<file path="config.mk">
export PLATFORM = sky130hd
export DESIGN_NAME = pid_motor_position_drive
export DESIGN_NICKNAME = d
export VERILOG_FILES = /design/src/sv/pmpd_pkg.sv /design/src/sv/pid_motor_position_drive.sv
export VERILOG_INCLUDE_DIRS = /design/src /design/src/sv
export SDC_FILE = /design/constraint.sdc
export NUM_CORES = 2
export LEC_CHECK = 0
export BUFFER_PORTS_ARGS = -buffer_cell sky130_fd_sc_hd__buf_2
export CAP_MARGIN = 20
export CORE_ASPECT_RATIO = 0.9
export CORE_MARGIN = 3
export CORE_UTILIZATION = 70
export DETAILED_ROUTE_END_ITERATION = 6
export GPL_TIMING_DRIVEN = 0
export PLACE_DENSITY_LB_ADDON = 0.25
export SLEW_MARGIN = 10
export SYNTH_ARGS = -nofsm -noshare
export SYNTH_HDL_FRONTEND = slang
export SYNTH_SLANG_ARGS = --single-unit
</file>
<file path="constraint.sdc">
create_clock -name i_clk -period 27.5 [get_ports i_clk]
set_clock_uncertainty 0.1 [all_clocks]
set_input_delay 0 -clock i_clk [delete_from_list [all_inputs] [get_ports i_clk]]
set_output_delay 0 -clock i_clk [all_outputs]
set_load 0.05 [all_outputs]
</file>
<file path="src/sv/pid_motor_position_drive_defines.svh">
// Assertion macros for the PID motor position drive.
// Taken in by the top level; refers to its i_clk and i_rst_n.
`ifndef PID_MOTOR_POSITION_DRIVE_DEFINES_SVH
`define PID_MOTOR_POSITION_DRIVE_DEFINES_SVH

// The consequent must hold in the same cycle as the antecedent.
`define PMPD_ASSERT_NOW(label, ante, cons, msg) \
    label: assert property (@(posedge i_clk) disable iff (!i_rst_n) (ante) |-> (cons)) \
        else $error(msg);

// The consequent must hold in the cycle after the antecedent.
`define PMPD_ASSERT_NEXT(label, ante, cons, msg) \
    label: assert property (@(posedge i_clk) disable iff (!i_rst_n) (ante) |=> (cons)) \
        else $error(msg);

`endif

</file>
<file path="src/sv/pmpd_pkg.sv">
// Shared types and constants of the PID motor position drive.
// No dependencies; imported by the top level.
package pmpd_pkg;

    // Number of fraction bits of the fixed-point gains.
    localparam int GAIN_FRAC_BITS = 24;

    localparam int GAIN_W    = 32;
    localparam int POS_W     = 32;
    localparam int DT_W      = 16;
    localparam int ERR_W     = POS_W + 1;
    localparam int DIFF_W    = ERR_W + 1;
    localparam int QUO_W     = DIFF_W - 1;
    localparam int INTEG_W   = 48;
    localparam int ISUM_W    = INTEG_W + 2;
    localparam int MUL_W     = 32;
    localparam int PROD_W    = 2 * MUL_W;
    localparam int HI_SHIFT  = MUL_W;
    localparam int ACC_W     = 82;
    localparam int UMAG_W    = ACC_W - 1;
    localparam int DUTY_W    = 7;
    localparam int DIR_W     = 2;
    localparam int CFG_IDX_W = 3;
    localparam int CFG_DAT_W = 32;
    localparam int IN_W      = 48;
    localparam int OUT_W     = 48;
    localparam int OUT_PAD   = OUT_W - (DIR_W + DUTY_W + ERR_W);
    localparam int DIV_STEPS = QUO_W;
    localparam int CNT_W     = $clog2(DIV_STEPS);

    localparam logic [DUTY_W-1:0] DUTY_FULL = DUTY_W'(100);

    localparam logic [INTEG_W-1:0] INTEG_MAX = {1'b0, {(INTEG_W-1){1'b1}}};
    localparam logic [INTEG_W-1:0] INTEG_MIN = {1'b1, {(INTEG_W-1){1'b0}}};

    // Drive direction codes.
    localparam logic [DIR_W-1:0] DIR_STOP = 2'd0;
    localparam logic [DIR_W-1:0] DIR_CW   = 2'd1;
    localparam logic [DIR_W-1:0] DIR_CCW  = 2'd2;

    // Configuration register indexes.
    localparam logic [CFG_IDX_W-1:0] CFG_GAIN_P   = 3'd0;
    localparam logic [CFG_IDX_W-1:0] CFG_GAIN_I   = 3'd1;
    localparam logic [CFG_IDX_W-1:0] CFG_GAIN_D   = 3'd2;
    localparam logic [CFG_IDX_W-1:0] CFG_TARGET   = 3'd3;
    localparam logic [CFG_IDX_W-1:0] CFG_MAX_DUTY = 3'd4;
    localparam logic [CFG_IDX_W-1:0] CFG_MIN_DUTY = 3'd5;

    typedef enum logic [3:0] {
        ST_IDLE,
        ST_ERR,
        ST_PREP,
        ST_DIV_INIT,
        ST_DIV,
        ST_MUL,
        ST_ACC,
        ST_IMAG,
        ST_ABS,
        ST_DUTY
    } t_state;

    // Jobs of the shared multiplier, in issue order.
    typedef enum logic [2:0] {
        MOP_ERR_DT,
        MOP_P,
        MOP_D_LO,
        MOP_D_HI,
        MOP_I_LO,
        MOP_I_HI
    } t_mop;

endpackage

</file>
<file path="src/sv/pid_motor_position_drive.sv">
// PID position drive for a DC motor: sequencer, serial divider, shared multiplier.
// Depends on pmpd_pkg and pid_motor_position_drive_defines.svh.
//
//  Channel   Direction  Handshake                      Contents
//  s_axis    in         s_axis_tvalid / s_axis_tready  position sample and elapsed time
//  m_axis    out        m_axis_tvalid / m_axis_tready  direction, duty and position error
//  cfg       in         i_cfg_wr_en (no back-pressure) gains, setpoint and duty limits
//
//  The input stays closed from a transfer until the item is finished. The 33-step
//  restoring divider for the derivative is followed by six jobs on the 32x32
//  multiplier. The result sits in an output register, so the next item is taken
//  while it waits; only a second finished result blocks on a stall.
//  Reset is synchronous and active low and restores the configuration, the state,
//  the integral, the previous error and the output valid flag.
`include "pid_motor_position_drive_defines.svh"

module pid_motor_position_drive
    import pmpd_pkg::*;
(
    input  logic                 i_clk,
    input  logic                 i_rst_n,
    // s_axis_tdata fields, lowest bit up: encoder_pos[31:0], elapsed_ms[47:32]
    input  logic                 s_axis_tvalid,
    output logic                 s_axis_tready,
    input  logic [IN_W-1:0]      s_axis_tdata,
    // m_axis_tdata fields, lowest bit up: drive_direction[1:0], duty_percent[8:2],
    // position_error[41:9], zero padding[47:42]
    output logic                 m_axis_tvalid,
    input  logic                 m_axis_tready,
    output logic [OUT_W-1:0]     m_axis_tdata,
    input  logic                 i_cfg_wr_en,
    input  logic [CFG_IDX_W-1:0] i_cfg_index,
    input  logic [CFG_DAT_W-1:0] i_cfg_wdata
);

    // Configuration registers.
    logic [GAIN_W-1:0] r_gain_p;
    logic [GAIN_W-1:0] r_gain_i;
    logic [GAIN_W-1:0] r_gain_d;
    logic [POS_W-1:0]  r_target;
    logic [DUTY_W-1:0] r_max_duty;
    logic [DUTY_W-1:0] r_min_duty;

    // Sequencer.
    t_state r_state;
    t_state n_state;
    t_mop   r_op;
    logic [CNT_W-1:0] r_cnt;

    // Working registers of one item.
    logic [POS_W-1:0]   r_pos;
    logic [DT_W-1:0]    r_dt;
    logic [ERR_W-1:0]   r_err;
    logic [ERR_W-1:0]   r_last_err;
    logic [MUL_W-1:0]   r_emag;
    logic [DIFF_W-1:0]  r_diff;
    logic [QUO_W-1:0]   r_quo;
    logic [DT_W-1:0]    r_rem;
    logic [INTEG_W-1:0] r_integ;
    logic [INTEG_W-1:0] r_imag;
    logic [PROD_W-1:0]  r_prod;
    logic               r_prod_neg;
    logic               r_prod_hi;
    logic [ACC_W-1:0]   r_acc;
    logic [UMAG_W-1:0]  r_umag;
    logic               r_u_neg;
    logic               r_u_zero;

    // Output register.
    logic               r_out_valid;
    logic [DIR_W-1:0]   r_out_dir;
    logic [DUTY_W-1:0]  r_out_duty;
    logic [ERR_W-1:0]   r_out_err;

    logic w_in_xfer;
    logic w_out_free;

    assign s_axis_tready = (r_state == ST_IDLE);
    assign w_in_xfer     = s_axis_tvalid && s_axis_tready;
    assign w_out_free    = !r_out_valid || m_axis_tready;
    assign m_axis_tvalid = r_out_valid;
    assign m_axis_tdata  = {{OUT_PAD{1'b0}}, r_out_err, r_out_duty, r_out_dir};

    // Configuration writes; unknown indexes are dropped.
    always_ff @(posedge i_clk) begin
        if (!i_rst_n) begin
            r_gain_p   <= GAIN_W'(22649242);
            r_gain_i   <= GAIN_W'(168);
            r_gain_d   <= GAIN_W'(838861);
            r_target   <= '0;
            r_max_duty <= DUTY_FULL;
            r_min_duty <= '0;
        end else if (i_cfg_wr_en) begin
            case (i_cfg_index)
                CFG_GAIN_P:   r_gain_p   <= i_cfg_wdata;
                CFG_GAIN_I:   r_gain_i   <= i_cfg_wdata;
                CFG_GAIN_D:   r_gain_d   <= i_cfg_wdata;
                CFG_TARGET:   r_target   <= i_cfg_wdata;
                CFG_MAX_DUTY: r_max_duty <= i_cfg_wdata[DUTY_W-1:0];
                CFG_MIN_DUTY: r_min_duty <= i_cfg_wdata[DUTY_W-1:0];
                default: begin
                end
            endcase
        end
    end

    // Magnitudes of the signed working values.
    logic [ERR_W-1:0]  w_err_neg;
    logic [DIFF_W-1:0] w_diff_neg;
    logic [INTEG_W-1:0] w_integ_neg;
    logic [ACC_W-1:0]  w_acc_neg;

    assign w_err_neg   = -r_err;
    assign w_diff_neg  = -r_diff;
    assign w_integ_neg = -r_integ;
    assign w_acc_neg   = -r_acc;

    // One step of the restoring divider: the remainder stays below a nonzero divisor.
    logic [DT_W:0] w_trial;
    logic          w_fits;
    logic [DT_W:0] w_rem_next;
    logic [QUO_W-1:0] w_quo_next;

    assign w_trial    = {r_rem, r_quo[QUO_W-1]};
    assign w_fits     = (w_trial >= {1'b0, r_dt});
    assign w_rem_next = w_fits ? (w_trial - {1'b0, r_dt}) : w_trial;
    assign w_quo_next = {r_quo[QUO_W-2:0], w_fits};

    // Operand selection for the shared multiplier. Each job multiplies two
    // magnitudes; the sign and the 32-bit weight of the result travel alongside.
    logic [MUL_W-1:0] w_mul_a;
    logic [MUL_W-1:0] w_mul_b;
    logic             w_mul_neg;
    logic             w_mul_hi;

    always_comb begin
        w_mul_a   = r_gain_p;
        w_mul_b   = r_emag;
        w_mul_neg = r_err[ERR_W-1];
        w_mul_hi  = 1'b0;
        case (r_op)
            MOP_ERR_DT: begin
                w_mul_a = r_emag;
                w_mul_b = {{(MUL_W-DT_W){1'b0}}, r_dt};
            end
            MOP_P: begin
                w_mul_a = r_gain_p;
                w_mul_b = r_emag;
            end
            MOP_D_LO: begin
                w_mul_a   = r_gain_d;
                w_mul_b   = r_quo[MUL_W-1:0];
                w_mul_neg = r_diff[DIFF_W-1];
            end
            MOP_D_HI: begin
                w_mul_a   = r_gain_d;
                w_mul_b   = {{(2*MUL_W-QUO_W){1'b0}}, r_quo[QUO_W-1:MUL_W]};
                w_mul_neg = r_diff[DIFF_W-1];
                w_mul_hi  = 1'b1;
            end
            MOP_I_LO: begin
                w_mul_a   = r_gain_i;
                w_mul_b   = r_imag[MUL_W-1:0];
                w_mul_neg = r_integ[INTEG_W-1];
            end
            MOP_I_HI: begin
                w_mul_a   = r_gain_i;
                w_mul_b   = {{(2*MUL_W-INTEG_W){1'b0}}, r_imag[INTEG_W-1:MUL_W]};
                w_mul_neg = r_integ[INTEG_W-1];
                w_mul_hi  = 1'b1;
            end
            default: begin
            end
        endcase
    end

    // Integral update: the error times elapsed time is below 2^48 in magnitude.
    logic [ISUM_W-1:0]  w_iprod;
    logic [ISUM_W-1:0]  w_isum;
    logic [INTEG_W-1:0] w_integ_sat;

    assign w_iprod = {2'b00, r_prod[INTEG_W-1:0]};
    assign w_isum  = {{2{r_integ[INTEG_W-1]}}, r_integ}
                   + (r_err[ERR_W-1] ? -w_iprod : w_iprod);

    always_comb begin
        if (w_isum[ISUM_W-1:INTEG_W-1] == '0 || w_isum[ISUM_W-1:INTEG_W-1] == '1) begin
            w_integ_sat = w_isum[INTEG_W-1:0];
        end else if (w_isum[ISUM_W-1]) begin
            w_integ_sat = INTEG_MIN;
        end else begin
            w_integ_sat = INTEG_MAX;
        end
    end

    // Weighted product term added into the control sum.
    logic [ACC_W-1:0] w_term;

    assign w_term = r_prod_hi ? {r_prod[ACC_W-HI_SHIFT-1:0], {HI_SHIFT{1'b0}}}
                              : {{(ACC_W-PROD_W){1'b0}}, r_prod};

    // Duty: whole part of the magnitude, capped, then floored while off target unless the control sum is zero.
    logic              w_over;
    logic [DUTY_W-1:0] w_raw;
    logic [DUTY_W-1:0] w_lim;
    logic [DUTY_W-1:0] w_cap;
    logic [DUTY_W-1:0] w_floor;
    logic [DUTY_W-1:0] w_capped;
    logic [DUTY_W-1:0] w_duty;
    logic [DIR_W-1:0]  w_dir;

    assign w_over   = |r_umag[UMAG_W-1:GAIN_FRAC_BITS+DUTY_W];
    assign w_raw    = r_umag[GAIN_FRAC_BITS+DUTY_W-1:GAIN_FRAC_BITS];
    assign w_lim    = (w_over || w_raw > DUTY_FULL) ? DUTY_FULL : w_raw;
    assign w_cap    = (r_max_duty > DUTY_FULL) ? DUTY_FULL : r_max_duty;
    assign w_floor  = (r_min_duty > DUTY_FULL) ? DUTY_FULL : r_min_duty;
    assign w_capped = (w_lim > w_cap) ? w_cap : w_lim;

    always_comb begin
        if (r_u_zero) begin
            w_dir  = DIR_STOP;
            w_duty = '0;
        end else begin
            w_dir  = r_u_neg ? DIR_CCW : DIR_CW;
            w_duty = (w_capped < w_floor && r_err != '0) ? w_floor : w_capped;
        end
    end

    // State register.
    always_ff @(posedge i_clk) begin
        if (!i_rst_n) begin
            r_state <= ST_IDLE;
        end else begin
            r_state <= n_state;
        end
    end

    // Next state.
    always_comb begin
        n_state = r_state;
        case (r_state)
            ST_IDLE: begin
                if (w_in_xfer) begin
                    n_state = ST_ERR;
                end
            end
            ST_ERR:      n_state = ST_PREP;
            ST_PREP:     n_state = ST_DIV_INIT;
            ST_DIV_INIT: n_state = ST_DIV;
            ST_DIV: begin
                if (r_cnt == CNT_W'(DIV_STEPS - 1)) begin
                    n_state = ST_MUL;
                end
            end
            ST_MUL:      n_state = ST_ACC;
            ST_ACC: begin
                if (r_op == MOP_ERR_DT) begin
                    n_state = ST_IMAG;
                end else if (r_op == MOP_I_HI) begin
                    n_state = ST_ABS;
                end else begin
                    n_state = ST_MUL;
                end
            end
            ST_IMAG:     n_state = ST_MUL;
            ST_ABS:      n_state = ST_DUTY;
            ST_DUTY: begin
                if (w_out_free) begin
                    n_state = ST_IDLE;
                end
            end
            default:     n_state = ST_IDLE;
        endcase
    end

    // Item state kept across items: integral and previous error.
    always_ff @(posedge i_clk) begin
        if (!i_rst_n) begin
            r_integ    <= '0;
            r_last_err <= '0;
        end else begin
            if (r_state == ST_PREP) begin
                r_last_err <= r_err;
            end
            if (r_state == ST_ACC && r_op == MOP_ERR_DT) begin
                r_integ <= w_integ_sat;
            end
        end
    end

    // Datapath registers.
    always_ff @(posedge i_clk) begin
        case (r_state)
            ST_IDLE: begin
                if (w_in_xfer) begin
                    r_pos <= s_axis_tdata[POS_W-1:0];
                    r_dt  <= s_axis_tdata[POS_W+DT_W-1:POS_W];
                end
            end
            ST_ERR: begin
                r_err <= {r_pos[POS_W-1], r_pos} - {r_target[POS_W-1], r_target};
                r_acc <= '0;
            end
            ST_PREP: begin
                r_emag <= r_err[ERR_W-1] ? w_err_neg[MUL_W-1:0] : r_err[MUL_W-1:0];
                r_diff <= {r_err[ERR_W-1], r_err} - {r_last_err[ERR_W-1], r_last_err};
            end
            ST_DIV_INIT: begin
                r_quo <= r_diff[DIFF_W-1] ? w_diff_neg[QUO_W-1:0] : r_diff[QUO_W-1:0];
                r_rem <= '0;
                r_cnt <= '0;
                r_op  <= MOP_ERR_DT;
            end
            ST_DIV: begin
                r_rem <= w_rem_next[DT_W-1:0];
                r_cnt <= r_cnt + CNT_W'(1);
                // A zero elapsed time gives a zero derivative.
                if (r_cnt == CNT_W'(DIV_STEPS - 1) && r_dt == '0) begin
                    r_quo <= '0;
                end else begin
                    r_quo <= w_quo_next;
                end
            end
            ST_MUL: begin
                r_prod     <= w_mul_a * w_mul_b;
                r_prod_neg <= w_mul_neg;
                r_prod_hi  <= w_mul_hi;
            end
            ST_ACC: begin
                if (r_op != MOP_ERR_DT) begin
                    r_acc <= r_prod_neg ? (r_acc - w_term) : (r_acc + w_term);
                end
                r_op <= t_mop'(r_op + 3'd1);
            end
            ST_IMAG: begin
                r_imag <= r_integ[INTEG_W-1] ? w_integ_neg : r_integ;
            end
            ST_ABS: begin
                r_u_neg  <= r_acc[ACC_W-1];
                r_u_zero <= (r_acc == '0);
                r_umag   <= r_acc[ACC_W-1] ? w_acc_neg[UMAG_W-1:0] : r_acc[UMAG_W-1:0];
            end
            default: begin
            end
        endcase
    end

    // Output register: loaded when the last stage finishes and the slot is free.
    always_ff @(posedge i_clk) begin
        if (!i_rst_n) begin
            r_out_valid <= 1'b0;
        end else if (r_state == ST_DUTY && w_out_free) begin
            r_out_valid <= 1'b1;
        end else if (m_axis_tready) begin
            r_out_valid <= 1'b0;
        end
    end

    always_ff @(posedge i_clk) begin
        if (r_state == ST_DUTY && w_out_free) begin
            r_out_dir  <= w_dir;
            r_out_duty <= w_duty;
            r_out_err  <= r_err;
        end
    end

    // A transfer starts a long run; the input side stays closed the next cycle.
    `PMPD_ASSERT_NEXT(a_busy_after_transfer, s_axis_tvalid && s_axis_tready, !s_axis_tready, "input taken again right after a transfer")
    // A stopped result never carries a duty.
    `PMPD_ASSERT_NOW(a_stop_zero_duty, r_out_valid && r_out_dir == DIR_STOP, r_out_duty == '0, "stopped result with nonzero duty")
    // Duty stays within percent range.
    `PMPD_ASSERT_NOW(a_duty_range, r_out_valid, r_out_duty <= DUTY_FULL, "duty above full scale")

endmodule
</file>
==> flow_summary.toml, run 1 <==
[synthesis]
syn_avg_cell_area_sq_um = 8.814
yosysSeqAreaShare_pct = 25.29
syn_inst = 8812
synth-simple-area-share_pct = 16.63
synth_ff_type = "edfxtp_1"
synth_edf_count = 502
synth_top_family_by_area = "adder cells"
synth-xor-area-share_pct = 5.706
synthMuxAreaShare_pct = 0.6444
async_reset_ff_share_pct = 0
synthAdderAreaFrac_pct = 31.26
ys_types = 82
synth-compound-area-share_pct = 12.72
synthesis.area_sq_mm = 0.07767
ys_ff_latch = 730
yosys_warnings = 0

[floorplan]
die_h_um = 322
ios = 138
initial_core_util_pct = 70.84
rows = 115
die_w_um = 357.1

[placed_design]
dpl.hpwl_mm = 239.0
port_buffers = 130
place_congestion = 1.156

[global_routing]
antenna_found_initial = 74
grtUsageTotal_pct = 71.65
grt-ovfl-total = 130
grt_max_degree = 44

[outcome]
error = "[ERROR GRT-0232] Routing congestion too high. Check the congestion heatmap in the GUI."
stop_stage = "global routing"
status = "stopped before the end"

[clock_tree]
cts_buffer_depth = 3
postCtsSetupRepairBufs = 0
cts_buffers = 77
h-tree-depth = 3
cts_root_buffer = "clkbuf_16"
cts.sinks = 730
cts_hold_buffers = 142
cts_resized = 0
## logic make-up after synthesis
kind of cell | count (synthesis)
xor gates and xnor gates | 506
AOI/OAI and AO/OA | 1583
buffers and inverters | 1592
muxes | 49
and+or+nand+nor | 2951
other | 1
DFF | 730
adders and majority gates | 1400
## metal layers
layer  GRT overflow  GRT usage, %
met5              2         39.33
met4             43         56.61
met3             14         59.53
met2             64         84.71
met1              7         77.46
## through the flow
stage               setup WS, ns  area (sq um)  instances  utilization (%)  hold WS, ns
CTS                        14.59         85030      10733            77.55      0.03288
detailed placement         14.72         80840      10449            73.73      0.07810
global placement           14.73         80170      10409            73.12      0.07626
floorplan                  17.56         77690       8817                -    -0.001131
## Yosys cell counts (all sizes together), types with 42 or more instances
master  number  share of area [%]
and3        48               0.39
a31oi       63               0.51
or4         47               0.47
nor4        60               0.48
xor2       161                1.8
xnor2      345                3.9
o21ai      386                2.5
o21a        74               0.72
nand2     1220                5.9
nand3      134               0.86
nor2b       60               0.48
a21o       127                1.2
nand4       66               0.53
nand2b     104               0.84
a21oi      476                3.1
clkbuf     442                2.1
and2        42               0.34
edfxtp     502                 19
dfxtp      228                5.9
a22oi       47               0.45
ha         499                8.0
nor2       943                4.6
fa         901                 23
o31ai       66               0.64
inv       1115                5.4
or3         44               0.35
nor3       102               0.66
o22ai       51               0.41
==> run 2, diff against run 1 <==
--- a/config.mk
+++ b/config.mk
@@ -8,12 +8,11 @@
 export LEC_CHECK = 0
 export BUFFER_PORTS_ARGS = -buffer_cell sky130_fd_sc_hd__buf_2
 export CAP_MARGIN = 20
-export CORE_ASPECT_RATIO = 0.9
 export CORE_MARGIN = 3
-export CORE_UTILIZATION = 70
+export CORE_UTILIZATION = 40
 export DETAILED_ROUTE_END_ITERATION = 6
 export GPL_TIMING_DRIVEN = 0
-export PLACE_DENSITY_LB_ADDON = 0.25
+export PLACE_DENSITY_LB_ADDON = 0.15
 export SLEW_MARGIN = 10
 export SYNTH_ARGS = -nofsm -noshare
 export SYNTH_HDL_FRONTEND = slang
==> flow_summary.toml, run 2 <==
[detailed_routing]
vias_per_cell = 5.740
wl_mm = 330.9
wl_per_cell_um = 27.90
drt_iter0_drc = 7148
antenna_left = 0
drt-pass1-iter-count = 7
vias = 68062
drcViolationCount = 9

[synthesis]
yosysSeqAreaShare_pct = 25.29
yosys_warnings = 0
ys_types = 82
synthTopCellsByCount = "nand2_1, inv_1, nor2_1"
synth_top_cell_by_area = "fa_1"
synthesis.area_sq_mm = 0.07767
yosys.cell_count.top_type = "nand2_1"
synth_ff_type = "edfxtp_1"
ys_ff_latch = 730
async_reset_ff_share_pct = 0
syn_avg_cell_area_sq_um = 8.814
netlist_top_cells_area = "fa_1, edfxtp_1, ha_1"
synth_edf_count = 502
synth_top_area_share_pct = 23.22
syn_inst = 8812

[placed_design]
place_area_sq_mm = 0.08243
post-place-ws_ns = 14.02
dpl.hpwl_mm = 269.2
port_buffers = 130
place_congestion = 1.044

[floorplan]
fp.dieArea_sq_mm = 0.1995
die_w_um = 446.6
ios = 138
coreArea_sq_mm = 0.1928
die_h_um = 446.6
initial_core_util_pct = 40.29
rows = 161

[global_routing]
grtUsageTotal_pct = 32.96
grt_pass1_vias = 67792
grt-ovfl-total = 0
met3_usage_pct = 7.801
met2_usage_pct = 49.20
grt_max_degree = 49
grt-busiest-layer = "met2"
grt_first_pass_wirelength_mm = 474.8
met1_usage_pct = 43.63
antenna_found_initial = 20

[outcome]
violations = "DRC"
status = "finished with violations"

[clock_tree]
clk_pin_slew_ns = 0.06
worstSkewPairLatency_ns = 0.73
cts_root_buffer = "clkbuf_16"
cts_tree = "built"
cts.sinks = 730
h-tree-depth = 3
cts_buffers = 87
cts_buffer_depth = 3

[worst_setup_path]
cpPeakStageDelay_ns = 0.93
worstPathBufferInverterCount = 13
end_kind = "flip-flop"
criticalPathCategory = "reg2reg"
arrival_ns = 14.09
worstPathRequired_ns = 27.82
slowest_stage = "clkbuf_1"
critPathTopFamily = "adder cells"
cpMostUsedCell = "fa_1"
startpoint_type = "flip-flop"
cp_max_fo = 10

[layout]
largest_reg_flops = 82
layout-drive-gt1-share_pct = 4.987
syn_to_final_growth_pct = 12.34
top_regs = "r_acc x82, r_prod x64, r_umag x57"
top_register = "r_acc"
utilization_pct = 45.26
nets = 10738
fillers = 19054
layout_commonest_cell = "nand2_1"
postLayoutCellArea_sq_mm = 0.08725
final_cell_mix = "nand2_1, inv_1, nor2_1"
seq_area_sq_mm = 0.01964
multi_input_area_sq_mm = 0.05223

[timing]
fin_crit_sh_pct = 50.06
setup_violations = 0
max_freq_mhz = 72.64
tightest_slew_ns = 1.286
relSlewSlack_pct = 14.24
fin_crit_ns = 13.77
tns_ns = 0
rsz0062_at_grt = "no"
slew_viol_final = 0
hold_violations = 0
fin_ws_ns = 13.73

[worst_hold_path]
hp-class = "in2reg"

[run]
cap_viol_max_count = 0
run 2: cell counts after synthesis:
No cell type changed its count.
run 2: logic make-up (layout without fill, tap and decap cells):
| group | after synthesis | count (layout) | share of synthesized area, % |
|---|---|---|---|
| xor+xnor | 506 | 506 | 5.706 |
| flops | 730 | 730 | 25.29 |
| simple gates | 2951 | 2951 | 16.63 |
| other cells | 1 | 13 | 0.004828 |
| fa+ha+maj | 1400 | 1400 | 31.26 |
| mux | 49 | 49 | 0.6444 |
| buf+inv | 1592 | 2100 | 7.739 |
| compound gates | 1583 | 1583 | 12.72 |
run 2: stage by stage:
step	std cells	hold WS (ns)
5_1_grt	11852	0.06656
4_1_cts	11844	0.005910
6_report	11858	0.07153
3_5_place_dp	11523	0.07810
3_3_place_gp	11473	0.07741
2_1_floorplan	8817	-0.001131
run 2: worst reg2reg max path: cells and delay by family (launching register included):
family	cells	cell delay [ns]
xor gates and xnor gates	1	0.15
and+or+nand+nor	4	0.88
buffers and inverters	13	3.87
adders and majority gates	10	4.66
DFF	1	0.44
AOI/OAI and AO/OA	11	3.37
run 2: final timing paths:
path	from	endpoint	slack [ns]	depth (start not counted)
hold / removal	i_cfg_wdata[23]	r_target[23]$_SDFFE_PN0P_	0.07	4
setup reg to reg	r_op[0]$_SDFFCE_PN0P_	r_prod[59]$_DFFE_PP_	13.73	39
hold reg to reg	r_last_err[29]$_SDFFE_PN0P_	r_last_err[29]$_SDFFE_PN0P_	0.36	2
setup / recovery	r_op[0]$_SDFFCE_PN0P_	r_prod[59]$_DFFE_PP_	13.73	39
run 2: final cells by class:
type                    count  area share, %
well taps                2526          3.622
plain buffers             474          2.094
repair buffers            344          3.480
inverters                1118          4.810
flip-flops and latches    730          22.51
clock inverters            51         0.7830
diodes                      7        0.02008
clock buffers             113          2.821
multi-input cells        6495          59.86
run 2: layer usage:
metal,vias up,routed length (um)
li1,30014,-
met1,34033,134900
met2,3257,141700
met3,746,31460
met4,12,22690
met5,-,82
run 2: timing repair:
action	CTS	global route
hold buffers	157	0
buffers inserted	0	0
hold endpoints to repair	217	0
gates resized for setup	0	0
Power of run 2 is left out: the tool's default activity adds up to more than one toggle a clock period on the data nets, which glitch-free logic cannot reach.
